<file path="src/design/mabp_pkg.sv">
// ----------------------------------------------------------------------------
// mabp_pkg
// shared types, constants and helper functions of the motor angle to beam
// polynomial converter
// ----------------------------------------------------------------------------
package mabp_pkg;

    // polynomial degree default and field widths
    localparam int POLY_DEGREE_DEF = 6;
    localparam int POS_W           = 16;
    localparam int TILT_W          = 15;
    localparam int COEF_W          = 32;
    localparam int IDX_W           = 5;
    localparam int DIFF_W          = 18;
    localparam int U_W             = TILT_W + 3;

    // angles in 1/128 degree
    localparam logic signed [DIFF_W-1:0] HALF_TURN = 18'sd23040;
    localparam logic signed [DIFF_W-1:0] FULL_TURN = 18'sd46080;
    localparam logic [TILT_W-1:0]        TILT_MAX_RESET = 15'd6528;

    // opcodes
    localparam logic OP_WRITE   = 1'b0;
    localparam logic OP_CONVERT = 1'b1;

    // register indexes
    localparam logic REG_TILT_MAX = 1'b0;

    // sequencer states
    typedef enum logic [1:0] {
        ST_IDLE,
        ST_RUN,
        ST_DRAIN,
        ST_DONE
    } t_state;

    // difference a - b, unwrapped by a full turn for strictly opposite signs
    function automatic logic signed [DIFF_W-1:0] unwrap(
        input logic signed [POS_W-1:0] a,
        input logic signed [POS_W-1:0] b
    );
        logic signed [DIFF_W-1:0] d;
        logic                     opposite;
        d = DIFF_W'(a) - DIFF_W'(b);
        opposite = ((a > 0) && (b < 0)) || ((a < 0) && (b > 0));
        if (opposite && (d >= HALF_TURN)) begin
            d = d - FULL_TURN;
        end else if (opposite && (d <= -HALF_TURN)) begin
            d = d + FULL_TURN;
        end
        return d;
    endfunction

    // saturate a 36-bit sum to the signed 32-bit range
    function automatic logic signed [COEF_W-1:0] sat32(input logic signed [35:0] v);
        logic signed [35:0] hi;
        logic signed [35:0] lo;
        hi = 36'sh0_7FFF_FFFF;
        lo = -36'sh0_8000_0000;
        if (v > hi) begin
            return 32'sh7FFF_FFFF;
        end else if (v < lo) begin
            return 32'sh8000_0000;
        end
        return v[COEF_W-1:0];
    endfunction

endpackage

</file>
<file path="src/design/mabp_in_if.sv">
// ----------------------------------------------------------------------------
// mabp_in_if
// input channel: coefficient write or convert transaction
// ----------------------------------------------------------------------------
interface mabp_in_if
    import mabp_pkg::*;
();
    logic                     valid;
    logic                     ready;
    logic                     opcode;
    logic [IDX_W-1:0]         coef_index;
    logic signed [COEF_W-1:0] coef_value;
    logic signed [POS_W-1:0]  pos_first;
    logic signed [POS_W-1:0]  pos_second;
    logic signed [POS_W-1:0]  pos_third;

    modport source (
        output valid, opcode, coef_index, coef_value, pos_first, pos_second, pos_third,
        input  ready
    );
    modport sink (
        input  valid, opcode, coef_index, coef_value, pos_first, pos_second, pos_third,
        output ready
    );
endinterface

</file>
<file path="src/design/mabp_out_if.sv">
// ----------------------------------------------------------------------------
// mabp_out_if
// result channel: angles and beam polynomials of one convert transaction
// ----------------------------------------------------------------------------
interface mabp_out_if
    import mabp_pkg::*;
();
    logic                     valid;
    logic                     ready;
    logic signed [POS_W-1:0]  base_angle;
    logic [TILT_W-1:0]        tilt_angle;
    logic signed [POS_W-1:0]  third_offset;
    logic signed [COEF_W-1:0] beam_roll;
    logic signed [COEF_W-1:0] beam_pitch;
    logic signed [COEF_W-1:0] beam_yaw;
    logic                     tilt_clamped;

    modport source (
        output valid, base_angle, tilt_angle, third_offset, beam_roll, beam_pitch,
               beam_yaw, tilt_clamped,
        input  ready
    );
    modport sink (
        input  valid, base_angle, tilt_angle, third_offset, beam_roll, beam_pitch,
               beam_yaw, tilt_clamped,
        output ready
    );
endinterface

</file>
<file path="src/design/motor_angles_to_beam_polynomial.sv">
// ----------------------------------------------------------------------------
// motor_angles_to_beam_polynomial
// motor angles to tilt, offsets and roll/pitch/yaw beam polynomials
//
//   channel   direction  contents
//   i_in      sink       coefficient write or convert transaction
//   o_res     source     base, tilt, offset, roll, pitch, yaw, clamp flag
//   apb       slave      tilt_max register at byte address 0
//
// a write transaction leaves the block idle; a convert transaction is paced
// by the single coefficient memory read port that feeds one Horner step per
// cycle, axes interleaved
// reset clears the coefficient valid bits, so the table reads as zero
// a result waiting on o_res holds the block in its done state; the next
// input transaction is taken once the result register is loaded
// ----------------------------------------------------------------------------
module motor_angles_to_beam_polynomial
    import mabp_pkg::*;
#(
    parameter int POLY_DEGREE = POLY_DEGREE_DEF
) (
    input  logic               i_clk,
    input  logic               i_rst_n,
    mabp_in_if.sink            i_in,
    mabp_out_if.source         o_res,
    input  logic               psel,
    input  logic               penable,
    input  logic               pwrite,
    input  logic [2:0]         paddr,
    input  logic [31:0]        pwdata,
    output logic [31:0]        prdata,
    output logic               pready
);

    localparam int COEF_PER_AXIS = POLY_DEGREE + 1;
    localparam int DEPTH         = 3 * COEF_PER_AXIS;
    localparam int AW            = $clog2(DEPTH);
    localparam int KW            = $clog2(COEF_PER_AXIS);
    localparam logic [IDX_W-1:0] DEPTH_IDX = IDX_W'(DEPTH);
    localparam logic [KW-1:0]    K_TOP     = KW'(POLY_DEGREE);
    localparam logic [AW-1:0]    AXIS_STEP = AW'(COEF_PER_AXIS);
    localparam logic [1:0]       AXIS_LAST = 2'd2;

    // coefficient memory and per-entry valid bits
    logic signed [COEF_W-1:0] mem [DEPTH];
    logic [DEPTH-1:0]         r_vld;

    // control state
    t_state     r_state, n_state;
    logic [KW-1:0] r_k;
    logic [1:0]    r_axis;
    logic [AW-1:0] r_base;
    logic          r_p_go;
    logic          r_p_first;
    logic [1:0]    r_p_axis;
    logic          r_out_valid;
    logic [TILT_W-1:0] r_tilt_max;

    // datapath registers
    logic signed [COEF_W-1:0] r_acc [3];
    logic signed [50:0]       r_prod;
    logic signed [COEF_W-1:0] r_rd_data;
    logic                     r_rd_vld;
    logic [TILT_W-1:0]        r_tilt;
    logic                     r_clamped;
    logic signed [POS_W-1:0]  r_base_angle;
    logic signed [POS_W-1:0]  r_offset;
    logic [TILT_W-1:0]        r_out_tilt;
    logic                     r_out_clamped;
    logic signed [POS_W-1:0]  r_out_base;
    logic signed [POS_W-1:0]  r_out_offset;
    logic signed [COEF_W-1:0] r_out_roll;
    logic signed [COEF_W-1:0] r_out_pitch;
    logic signed [COEF_W-1:0] r_out_yaw;

    // combinational signals
    logic                     in_acc;
    logic                     do_write;
    logic                     do_convert;
    logic                     cfg_wr;
    logic                     load_out;
    logic [AW-1:0]            rd_addr;
    logic signed [DIFF_W-1:0] t_raw;
    logic signed [DIFF_W-1:0] d3_raw;
    logic signed [DIFF_W-1:0] tmax_s;
    logic [TILT_W-1:0]        tilt_n;
    logic                     clamp_n;
    logic signed [POS_W-1:0]  offset_n;
    logic signed [U_W:0]      u_s;
    logic signed [50:0]       n_prod;
    logic signed [COEF_W-1:0] coef;
    logic signed [51:0]       biased;
    logic signed [35:0]       step_sum;
    logic signed [COEF_W-1:0] step_acc;

    // handshakes
    assign i_in.ready = (r_state == ST_IDLE);
    assign in_acc     = i_in.valid && i_in.ready;
    assign do_write   = in_acc && (i_in.opcode == OP_WRITE) && (i_in.coef_index < DEPTH_IDX);
    assign do_convert = in_acc && (i_in.opcode == OP_CONVERT);
    assign load_out   = (r_state == ST_DONE) && (!r_out_valid || o_res.ready);

    // apb register port
    assign pready = 1'b1;
    assign cfg_wr = psel && penable && pwrite && (paddr[2] == REG_TILT_MAX);
    assign prdata = (paddr[2] == REG_TILT_MAX) ? {17'd0, r_tilt_max} : 32'd0;

    always_ff @(posedge i_clk) begin
        if (!i_rst_n) begin
            r_tilt_max <= TILT_MAX_RESET;
        end else if (cfg_wr) begin
            r_tilt_max <= pwdata[TILT_W-1:0];
        end
    end

    // angle differences and tilt clamp of the incoming transaction
    always_comb begin
        t_raw  = -unwrap(i_in.pos_first, i_in.pos_second);
        d3_raw = -unwrap(i_in.pos_third, i_in.pos_second);
        tmax_s = DIFF_W'(r_tilt_max);
        if (t_raw > tmax_s) begin
            tilt_n  = r_tilt_max;
            clamp_n = 1'b1;
        end else if (t_raw < 0) begin
            tilt_n  = '0;
            clamp_n = 1'b1;
        end else begin
            tilt_n  = t_raw[TILT_W-1:0];
            clamp_n = 1'b0;
        end
        if (d3_raw > 18'sd32767) begin
            offset_n = 16'sh7FFF;
        end else if (d3_raw < -18'sd32768) begin
            offset_n = 16'sh8000;
        end else begin
            offset_n = d3_raw[POS_W-1:0];
        end
    end

    // state register
    always_ff @(posedge i_clk) begin
        if (!i_rst_n) begin
            r_state <= ST_IDLE;
        end else begin
            r_state <= n_state;
        end
    end

    // next state
    always_comb begin
        n_state = r_state;
        unique case (r_state)
            ST_IDLE: begin
                if (do_convert) begin
                    n_state = ST_RUN;
                end
            end
            ST_RUN: begin
                if ((r_axis == AXIS_LAST) && (r_k == '0)) begin
                    n_state = ST_DRAIN;
                end
            end
            ST_DRAIN: begin
                n_state = ST_DONE;
            end
            ST_DONE: begin
                if (load_out) begin
                    n_state = ST_IDLE;
                end
            end
            default: begin
                n_state = ST_IDLE;
            end
        endcase
    end

    // step sequencer: k from top degree down, axes interleaved within each k
    always_ff @(posedge i_clk) begin
        if (!i_rst_n) begin
            r_k       <= '0;
            r_axis    <= '0;
            r_base    <= '0;
            r_p_go    <= 1'b0;
            r_p_first <= 1'b0;
            r_p_axis  <= '0;
        end else begin
            r_p_go    <= (r_state == ST_RUN);
            r_p_first <= (r_k == K_TOP);
            r_p_axis  <= r_axis;
            if (do_convert) begin
                r_k    <= K_TOP;
                r_axis <= '0;
                r_base <= '0;
            end else if (r_state == ST_RUN) begin
                if (r_axis == AXIS_LAST) begin
                    r_axis <= '0;
                    r_base <= '0;
                    r_k    <= r_k - 1'b1;
                end else begin
                    r_axis <= r_axis + 1'b1;
                    r_base <= r_base + AXIS_STEP;
                end
            end
        end
    end

    // coefficient valid bits
    always_ff @(posedge i_clk) begin
        if (!i_rst_n) begin
            r_vld <= '0;
        end else if (do_write) begin
            r_vld[i_in.coef_index[AW-1:0]] <= 1'b1;
        end
    end

    // coefficient memory, one write and one registered read port
    assign rd_addr = r_base + AW'(r_k);

    always_ff @(posedge i_clk) begin
        if (do_write) begin
            mem[i_in.coef_index[AW-1:0]] <= i_in.coef_value;
        end
        r_rd_data <= mem[rd_addr];
        r_rd_vld  <= r_vld[rd_addr];
    end

    // horner multiply stage
    assign u_s    = {1'b0, r_tilt, 3'b000};
    assign n_prod = r_acc[r_axis] * u_s;

    // horner round, add and saturate stage
    always_comb begin
        coef     = r_rd_vld ? r_rd_data : '0;
        biased   = {r_prod[50], r_prod} + 52'sd32768;
        step_sum = biased[51:16] + 36'(coef);
        step_acc = r_p_first ? coef : sat32(step_sum);
    end

    // datapath registers
    always_ff @(posedge i_clk) begin
        r_prod <= n_prod;
        if (do_convert) begin
            r_tilt       <= tilt_n;
            r_clamped    <= clamp_n;
            r_base_angle <= i_in.pos_second;
            r_offset     <= offset_n;
        end
        if (r_p_go) begin
            r_acc[r_p_axis] <= step_acc;
        end
        if (load_out) begin
            r_out_tilt    <= r_tilt;
            r_out_clamped <= r_clamped;
            r_out_base    <= r_base_angle;
            r_out_offset  <= r_offset;
            r_out_roll    <= r_acc[0];
            r_out_pitch   <= r_acc[1];
            r_out_yaw     <= r_acc[2];
        end
    end

    // result register
    always_ff @(posedge i_clk) begin
        if (!i_rst_n) begin
            r_out_valid <= 1'b0;
        end else if (load_out) begin
            r_out_valid <= 1'b1;
        end else if (o_res.ready) begin
            r_out_valid <= 1'b0;
        end
    end

    assign o_res.valid        = r_out_valid;
    assign o_res.base_angle   = r_out_base;
    assign o_res.tilt_angle   = r_out_tilt;
    assign o_res.third_offset = r_out_offset;
    assign o_res.beam_roll    = r_out_roll;
    assign o_res.beam_pitch   = r_out_pitch;
    assign o_res.beam_yaw     = r_out_yaw;
    assign o_res.tilt_clamped = r_out_clamped;

    // no horner step in flight while new transactions are taken
    a_idle_quiet: assert property (@(posedge i_clk) disable iff (!i_rst_n)
        i_in.ready |-> !r_p_go)
        else $error("horner step in flight while input is ready");

    // tilt under conversion respects the clamp
    a_tilt_bound: assert property (@(posedge i_clk) disable iff (!i_rst_n)
        (r_state == ST_RUN) |-> (r_tilt <= r_tilt_max))
        else $error("tilt above tilt_max");

    // a clamped tilt sits at one of the bounds
    a_clamp_edge: assert property (@(posedge i_clk) disable iff (!i_rst_n)
        ((r_state == ST_RUN) && r_clamped) |-> ((r_tilt == '0) || (r_tilt == r_tilt_max)))
        else $error("clamped tilt not at a bound");

    // axis counter stays on the three axes
    a_axis_range: assert property (@(posedge i_clk) disable iff (!i_rst_n)
        r_axis <= AXIS_LAST)
        else $error("axis counter out of range");

    // the result register is loaded only after the last step has drained
    a_load_order: assert property (@(posedge i_clk) disable iff (!i_rst_n)
        load_out |-> ($past(r_state) == ST_DRAIN) || ($past(r_state) == ST_DONE))
        else $error("result loaded before the steps drained");

endmodule

</file>
<file path="src/flat_wrapper.sv">
// flat-port wrapper written by rule: the top's interface ports become plain ports
module motor_angles_to_beam_polynomial_flat import mabp_pkg::*;
#(
    parameter int POLY_DEGREE = POLY_DEGREE_DEF
)
  (i_clk, i_rst_n, psel, penable, pwrite, paddr, pwdata, prdata, pready, i_in_valid, i_in_opcode, i_in_coef_index, i_in_coef_value, i_in_pos_first, i_in_pos_second, i_in_pos_third, i_in_ready, o_res_valid, o_res_base_angle, o_res_tilt_angle, o_res_third_offset, o_res_beam_roll, o_res_beam_pitch, o_res_beam_yaw, o_res_tilt_clamped, o_res_ready);
  mabp_in_if i_in_i ();
  mabp_out_if o_res_i ();
  input  logic i_clk;
  input  logic i_rst_n;
  input  logic psel;
  input  logic penable;
  input  logic pwrite;
  input  logic [2:0] paddr;
  input  logic [31:0] pwdata;
  output logic [31:0] prdata;
  output logic pready;
  input wire logic [$bits(i_in_i.valid)-1:0] i_in_valid;
  input wire logic [$bits(i_in_i.opcode)-1:0] i_in_opcode;
  input wire logic [$bits(i_in_i.coef_index)-1:0] i_in_coef_index;
  input wire logic [$bits(i_in_i.coef_value)-1:0] i_in_coef_value;
  input wire logic [$bits(i_in_i.pos_first)-1:0] i_in_pos_first;
  input wire logic [$bits(i_in_i.pos_second)-1:0] i_in_pos_second;
  input wire logic [$bits(i_in_i.pos_third)-1:0] i_in_pos_third;
  output wire logic [$bits(i_in_i.ready)-1:0] i_in_ready;
  output wire logic [$bits(o_res_i.valid)-1:0] o_res_valid;
  output wire logic [$bits(o_res_i.base_angle)-1:0] o_res_base_angle;
  output wire logic [$bits(o_res_i.tilt_angle)-1:0] o_res_tilt_angle;
  output wire logic [$bits(o_res_i.third_offset)-1:0] o_res_third_offset;
  output wire logic [$bits(o_res_i.beam_roll)-1:0] o_res_beam_roll;
  output wire logic [$bits(o_res_i.beam_pitch)-1:0] o_res_beam_pitch;
  output wire logic [$bits(o_res_i.beam_yaw)-1:0] o_res_beam_yaw;
  output wire logic [$bits(o_res_i.tilt_clamped)-1:0] o_res_tilt_clamped;
  input wire logic [$bits(o_res_i.ready)-1:0] o_res_ready;
  assign i_in_i.valid = i_in_valid;
  assign i_in_i.opcode = i_in_opcode;
  assign i_in_i.coef_index = i_in_coef_index;
  assign i_in_i.coef_value = i_in_coef_value;
  assign i_in_i.pos_first = i_in_pos_first;
  assign i_in_i.pos_second = i_in_pos_second;
  assign i_in_i.pos_third = i_in_pos_third;
  assign i_in_ready = i_in_i.ready;
  assign o_res_valid = o_res_i.valid;
  assign o_res_base_angle = o_res_i.base_angle;
  assign o_res_tilt_angle = o_res_i.tilt_angle;
  assign o_res_third_offset = o_res_i.third_offset;
  assign o_res_beam_roll = o_res_i.beam_roll;
  assign o_res_beam_pitch = o_res_i.beam_pitch;
  assign o_res_beam_yaw = o_res_i.beam_yaw;
  assign o_res_tilt_clamped = o_res_i.tilt_clamped;
  assign o_res_i.ready = o_res_ready;
  motor_angles_to_beam_polynomial #(.POLY_DEGREE(POLY_DEGREE)) u_core (.i_clk(i_clk), .i_rst_n(i_rst_n), .i_in(i_in_i), .o_res(o_res_i), .psel(psel), .penable(penable), .pwrite(pwrite), .paddr(paddr), .pwdata(pwdata), .prdata(prdata), .pready(pready));
endmodule
</file>
<file path="config.mk">
export PLATFORM = sky130hd
export DESIGN_NAME = motor_angles_to_beam_polynomial_flat
export DESIGN_NICKNAME = d
export VERILOG_FILES = /design/src/design/mabp_pkg.sv /design/src/design/mabp_in_if.sv /design/src/design/mabp_out_if.sv /design/src/design/motor_angles_to_beam_polynomial.sv /design/src/flat_wrapper.sv
export SDC_FILE = /design/constraint.sdc
export NUM_CORES = 2
export LEC_CHECK = 0
export ABC_CLOCK_PERIOD_IN_PS = 9200
export BUFFER_PORTS_ARGS = -buffer_cell sky130_fd_sc_hd__clkbuf_2
export CAP_MARGIN = 10
export CORE_UTILIZATION = 31
export DETAILED_ROUTE_END_ITERATION = 6
export PLACE_DENSITY = 0.48
export SLEW_MARGIN = 20
export SYNTH_ARGS = -nofsm -noshare
export SYNTH_HDL_FRONTEND = slang
export SYNTH_SLANG_ARGS = --single-unit
</file>
<file path="constraint.sdc">
create_clock -name i_clk -period 9.2 [get_ports i_clk]
set_input_delay 1.84 -clock i_clk [delete_from_list [all_inputs] [get_ports i_clk]]
set_output_delay 1.84 -clock i_clk [all_outputs]
set_load 0.02 [all_outputs]
</file>
## Word level (Yosys, flattened, before mapping)

Memories as Yosys holds them, arrays and structs flattened. A register that Yosys moved wholly into a read port is not among the register bits.
Index checks and enable logic that the tools add are counted.

| storage, ports and cells | value |
|---|---|
| register bits after elaboration | 198 |
| memories kept | 2 |
| input bits | 128 |
| RAM bits | 768 |

Memory list:

| name | words | width | read ports | clocked after Yosys merged registers in | write ports | line | text |
|---|---|---|---|---|---|---|---|
| u_core.mem | 21 | 32 | 1 | 1 | 1 | motor_angles_to_beam_polynomial.sv:45 | `logic signed [COEF_W-1:0] mem [DEPTH];` |
| u_core.r_acc | 3 | 32 | 4 | 4 | 1 | motor_angles_to_beam_polynomial.sv:60 | `logic signed [COEF_W-1:0] r_acc [3];` |

| cells by class | value |
|---|---|
| mux-type cells | 37 |
| bitwise operators | 4 |
| reduce and logical (&&, ||, !) cells | 31 |
| $add $sub $neg | 14 |
| magnitude comparators | 20 |
| equal/unequal tests | 8 |
| multipliers | 1 |

Operator list:

| kind | count |
|---|---|
| 32-bit 2-to-1 mux | 5 |
| 18-bit 2-to-1 mux | 4 |
| 51-bit by 17-bit adder with 52-bit output, second input constant | 1 |
| 16-bit by 1-bit greater-than comparator with 1-bit output, second input constant | 3 |
| 16-bit by 1-bit < comparator with 1-bit output, second input constant | 3 |
| 32-bit by 16-bit multiplier with 48-bit output | 1 |
| 15-bit 2-to-1 mux | 3 |
| 18-bit by 17-bit adder with 18-bit output, second input constant | 2 |
| 36-bit adder | 1 |
| 18-bit by 16-bit >= comparator with 1-bit output, second input constant | 2 |
| 36-bit by 32-bit greater-than comparator with 1-bit output, second input constant | 1 |
| 18-bit by 16-bit <= comparator with 1-bit output, second input constant | 2 |
| 36-bit by 32-bit < comparator with 1-bit output, second input constant | 1 |
| 18-bit negator | 2 |
| 18-bit by 17-bit subtractor with 18-bit output, second input constant | 2 |
| 16-bit by 16-bit subtractor with 17-bit output | 2 |
| 21-bit OR | 1 |
| 18-bit by 16-bit greater-than comparator with 1-bit output | 1 |
| 18-bit by 16-bit greater-than comparator with 1-bit output, second input constant | 1 |
| 1-bit logical AND | 18 |
| 18-bit by 1-bit < comparator with 1-bit output, second input constant | 1 |
| 18-bit by 16-bit < comparator with 1-bit output, second input constant | 1 |
| 16-bit 2-to-1 mux | 1 |
| 5-bit by 6-bit < comparator with 1-bit output, second input constant | 2 |
| 27 further kinds | 54 |

## Longest topological paths before layout

| depth | value |
|---|---|
| word-level depth | 10 |
| depth in mapped cells | 33 |
| mapped depth without buffers | 29 |

## Worst setup path after synthesis

OpenSTA, ideal clock, no wires.

| timing | value |
|---|---|
| kind | input-to-reg |
| start | input port o_res_ready |
| end | register u_core.r_out_pitch[0], in the netlist o_res_beam_pitch[0], read port of u_core.r_acc (enable) |
| library setup time | 0.667 ns |
| required time | 8.533 ns |
| path buffers | 0 |
| arrival | 8.269 ns |
| stages | 2 |
| setup slack | 0.264 ns |
| cell sequence | nor2b_1 -> nor2b_1 |

| between the ends | value |
|---|---|
| word-level cells in the longest chain between the ends | 2 |

RTL lines:

| item | line | text |
|---|---|---|
| start: declaration | flat_wrapper.sv:34 | `input wire logic [$bits(o_res_i.ready)-1:0] o_res_ready;` |
| 1-bit logical OR | motor_angles_to_beam_polynomial.sv:101 | `assign load_out = (r_state == ST_DONE) && (!r_out_valid \|\| o_res.ready);` |
| 1-bit logical AND | motor_angles_to_beam_polynomial.sv:101 |  |
| net u_core.load_out | motor_angles_to_beam_polynomial.sv:81 | `logic load_out;` |
| end: declaration | motor_angles_to_beam_polynomial.sv:73 | `logic signed [COEF_W-1:0] r_out_pitch;` |

The timed path passes the listed nets, and every way through them passes these cells.
A chain may end at the register's enable or synchronous reset.

==> flow_metrics.tcl <==
set metrics [dict create \
    synthTopCellsByArea "edfxtp_1 47%, fa_1 14%, mux4_2 8.2%, ha_1 4.2%, dfxtp_1 3.9%" \
    cpMostUsedCell "fa_1" \
    yosysTopAreaCell "edfxtp_1" \
    regToRegEndpoint "u_core.r_prod[45]" \
    relSlewSlack_pct 29.2 \
    hold_viol 0 \
    rrSetupSlack_ns 0.76 \
    first_global_vias 39600 \
    required_ns 9.89 \
    cp.arrival_ns 9.13 \
    finalCritPeriodShare_pct 91.7 \
    hold_path_class "reg -> reg" \
    synth.ff_latch_count 1116 \
    finalInstanceArea_sq_mm 0.0722 \
    finalWeightedCongestion 0.875 \
    layout-drive-gt1-share_pct 17.6 \
    slowest_stage "mux4_2" \
    antenna_found_initial 17 \
    whs_path_depth 0 \
    ctsHoldBuffers 0 \
    status "finished clean" \
    numPortBuffers 269 \
    first_pass_iters 5 \
    vias 37000 \
    path_clk_slew_ns 0.06 \
    clockRootBuffer "clkbuf_16" \
    holdPathEnd "u_core.o_res.third_offset[5]" \
    post_cts_buffers 0 \
    cts_buffer_depth 3 \
    ys_types 111 \
    tightest_slew_ns 1.06 \
    period_needed_ns 8.44 \
    placed_cell_area_sq_mm 0.0681 \
    io_pins 307 \
    die_area_sq_mm 0.206 \
    synth-main-ff-cell "edfxtp_1" \
    seq_area_sq_mm 0.0323 \
    dieHeight_um 454 \
    cp-end-kind "flip-flop" \
    dp_slack_ns 0.700 \
    finalNetCount 5686 \
    max_freq_mhz 118 \
    synth-xor-area-share_pct 2.03 \
    die_x_um 454 \
    grt_pass1_wl_mm 256 \
    fin_skew_ns 0.0319 \
    multi_input_area_sq_mm 0.0284 \
    rsz0062_at_grt "false" \
    drcViolationCount 0 \
    vias_per_cell 4.83 \
    synth-edff-count 992 \
    synth_common_cells "992 x edfxtp_1, 528 x inv_1, 465 x nand2_1" \
    cts-buffers-inserted 130 \
    synthCells 4585 \
    fin_setup_tns_ns 0 \
    grt_use_total_pct 16.7 \
    crit_family "adder cells" \
    cp-start-kind "flip-flop" \
    synth_compound_area_share_pct 6.10 \
    insertion_delay_ns 0.79 \
    muxShareOfSynthArea_pct 8.76 \
    ys_seq_area_share_pct 51.0 \
    final_util_pct 35.6 \
    slowest_delay_ns 0.79 \
    start_util_pct 31.2 \
    synth-simple-area-share_pct 8.86 \
    finalMaxSlewViolations 0 \
    area_growth_pct 14.1 \
    syn_area_per_cell_sq_um 13.8 \
    ant_nets 0 \
    dp_hpwl_mm 117 \
    reg2regPathDepth 25 \
    critPathMaxFanout 32 \
    fillers 19400 \
    wl_mm 169 \
    yosysMostFrequentCell "edfxtp_1" \
    synthAdderAreaFrac_pct 18.7 \
    core_sq_mm 0.203 \
    cts_sinks 1116 \
    worst-path-buf-inv 3 \
    syn_area_sq_mm 0.0633 \
    ys.warnings.count 0 \
    routedWlPerCell_um 22.1 \
    drt_iter0_drc 2354 \
    cap_violations 0 \
    htreeDepth 4 \
    crit_type "reg -> reg" \
    worstHoldStart "u_core.r_offset[5]" \
    yosys.area.top_type_share_pct 47.1 \
    std_cell_rows 165 \
    ctsResizeCount 0 \
    overflow 0 \
    setup_viol 0 \
    fin_ws_ns 0.761 \
    async_flop_share_pct 0 \
    tritoncts "done" \
    grt_max_degree 145 \
    synth_top_family_by_area "adder cells" \
]
layout make-up:
| cell class | count | share of cell area [%] |
|---|---|---|
| diodes | 1 | 0.00347 |
| clock buffers | 167 | 4.74 |
| clock inverters | 67 | 0.967 |
| inverters | 531 | 2.76 |
| multi-input cells | 2753 | 39.4 |
| flip-flops and latches | 1116 | 44.7 |
| well taps | 2672 | 4.63 |
| repair buffers | 355 | 2.85 |
through the flow:
stage	hold WS (ns)	instances
2_1_floorplan	0.400	4601
3_3_place_gp	0.402	7427
3_5_place_dp	0.405	7427
4_1_cts	0.411	7661
5_1_grt	0.415	7662
6_report	0.413	7662
layer usage:
metal | track usage (%) | share of wire (%) | wire, um | vias to the layer above
li1 | - | - | - | 16800
met1 | 20.9 | 42 | 71300 | 19300
met2 | 29.9 | 52 | 88500 | 623
met3 | 2.52 | 3.5 | 5890 | 199
met4 | 4.16 | 2.1 | 3550 | 18
met5 | 0 | 0.078 | 133 | -
logic make-up after synthesis:
kind of cell,Yosys count
buf+inv,732
compound gates,531
xor+xnor,145
mux,266
other cells,2
simple gates,1122
flops,1116
fa+ha+maj,671
cell usage in the layout, fill, tap and decap left out, types with 56 or more instances in the layout:
master / n
a21o_1: 56
fa_1: 456
and2_1: 241
ha_1: 213
edfxtp_1: 992
nor2_1: 112
o21ai_0: 82
mux4_2: 230
a21oi_1: 98
inv_1: 527
clkbuf_16: 130
clkbuf_2: 269
dfxtp_1: 122
xnor2_1: 99
nand2_1: 465
buf_4: 81
how the worst max path moves through the flow:
stage	endpoint	slack, ns	cells past startpoint
6_report	u_core.r_prod[45]	0.76	25
2_1_floorplan	o_res_beam_pitch[0]	0.26	2
5_1_grt	u_core.r_prod[45]	0.36	25
3_5_place_dp	u_core.r_prod[45]	0.70	25
3_3_place_gp	u_core.r_prod[45]	0.65	25
4_1_cts	u_core.r_prod[45]	0.59	25
worst register-to-register path, delay by kind of cell (launching register included):
| kind | cells | cell delay [ns] |
|---|---|---|
| XOR/XNOR | 1 | 0.15 |
| adder cells (fa/ha/maj) | 7 | 3.40 |
| multiplexers | 1 | 0.88 |
| AO/OA/AOI/OAI | 11 | 2.60 |
| AND/OR/NAND/NOR | 2 | 0.63 |
| buffers and inverters | 3 | 0.36 |
| flip-flops | 1 | 0.34 |
registers in the layout, indices dropped and copies added, names as in the netlist, 2 cells and up, named ones only:
register and count:
u_core.r_tilt 15, u_core.r_tilt_max 15, u_core.r_k 3, u_core.o_res.base_angle 16, o_res_beam_yaw 32, u_core.o_res.third_offset 16, u_core.r_p_axis 2, u_core.r_prod 36
u_core.r_state 2, u_core.r_rd_data 32, u_core.r_base 5, u_core.r_axis 2, o_res_beam_roll 32, u_core.r_vld 21, u_core.mem 672, u_core.o_res.tilt_angle 15
u_core.r_acc 128, u_core.r_offset 16, u_core.r_base_angle 16, o_res_beam_pitch 32
Power is not shown: default switching activity piles up to over one toggle a cycle in this logic, so the estimate is an artifact.
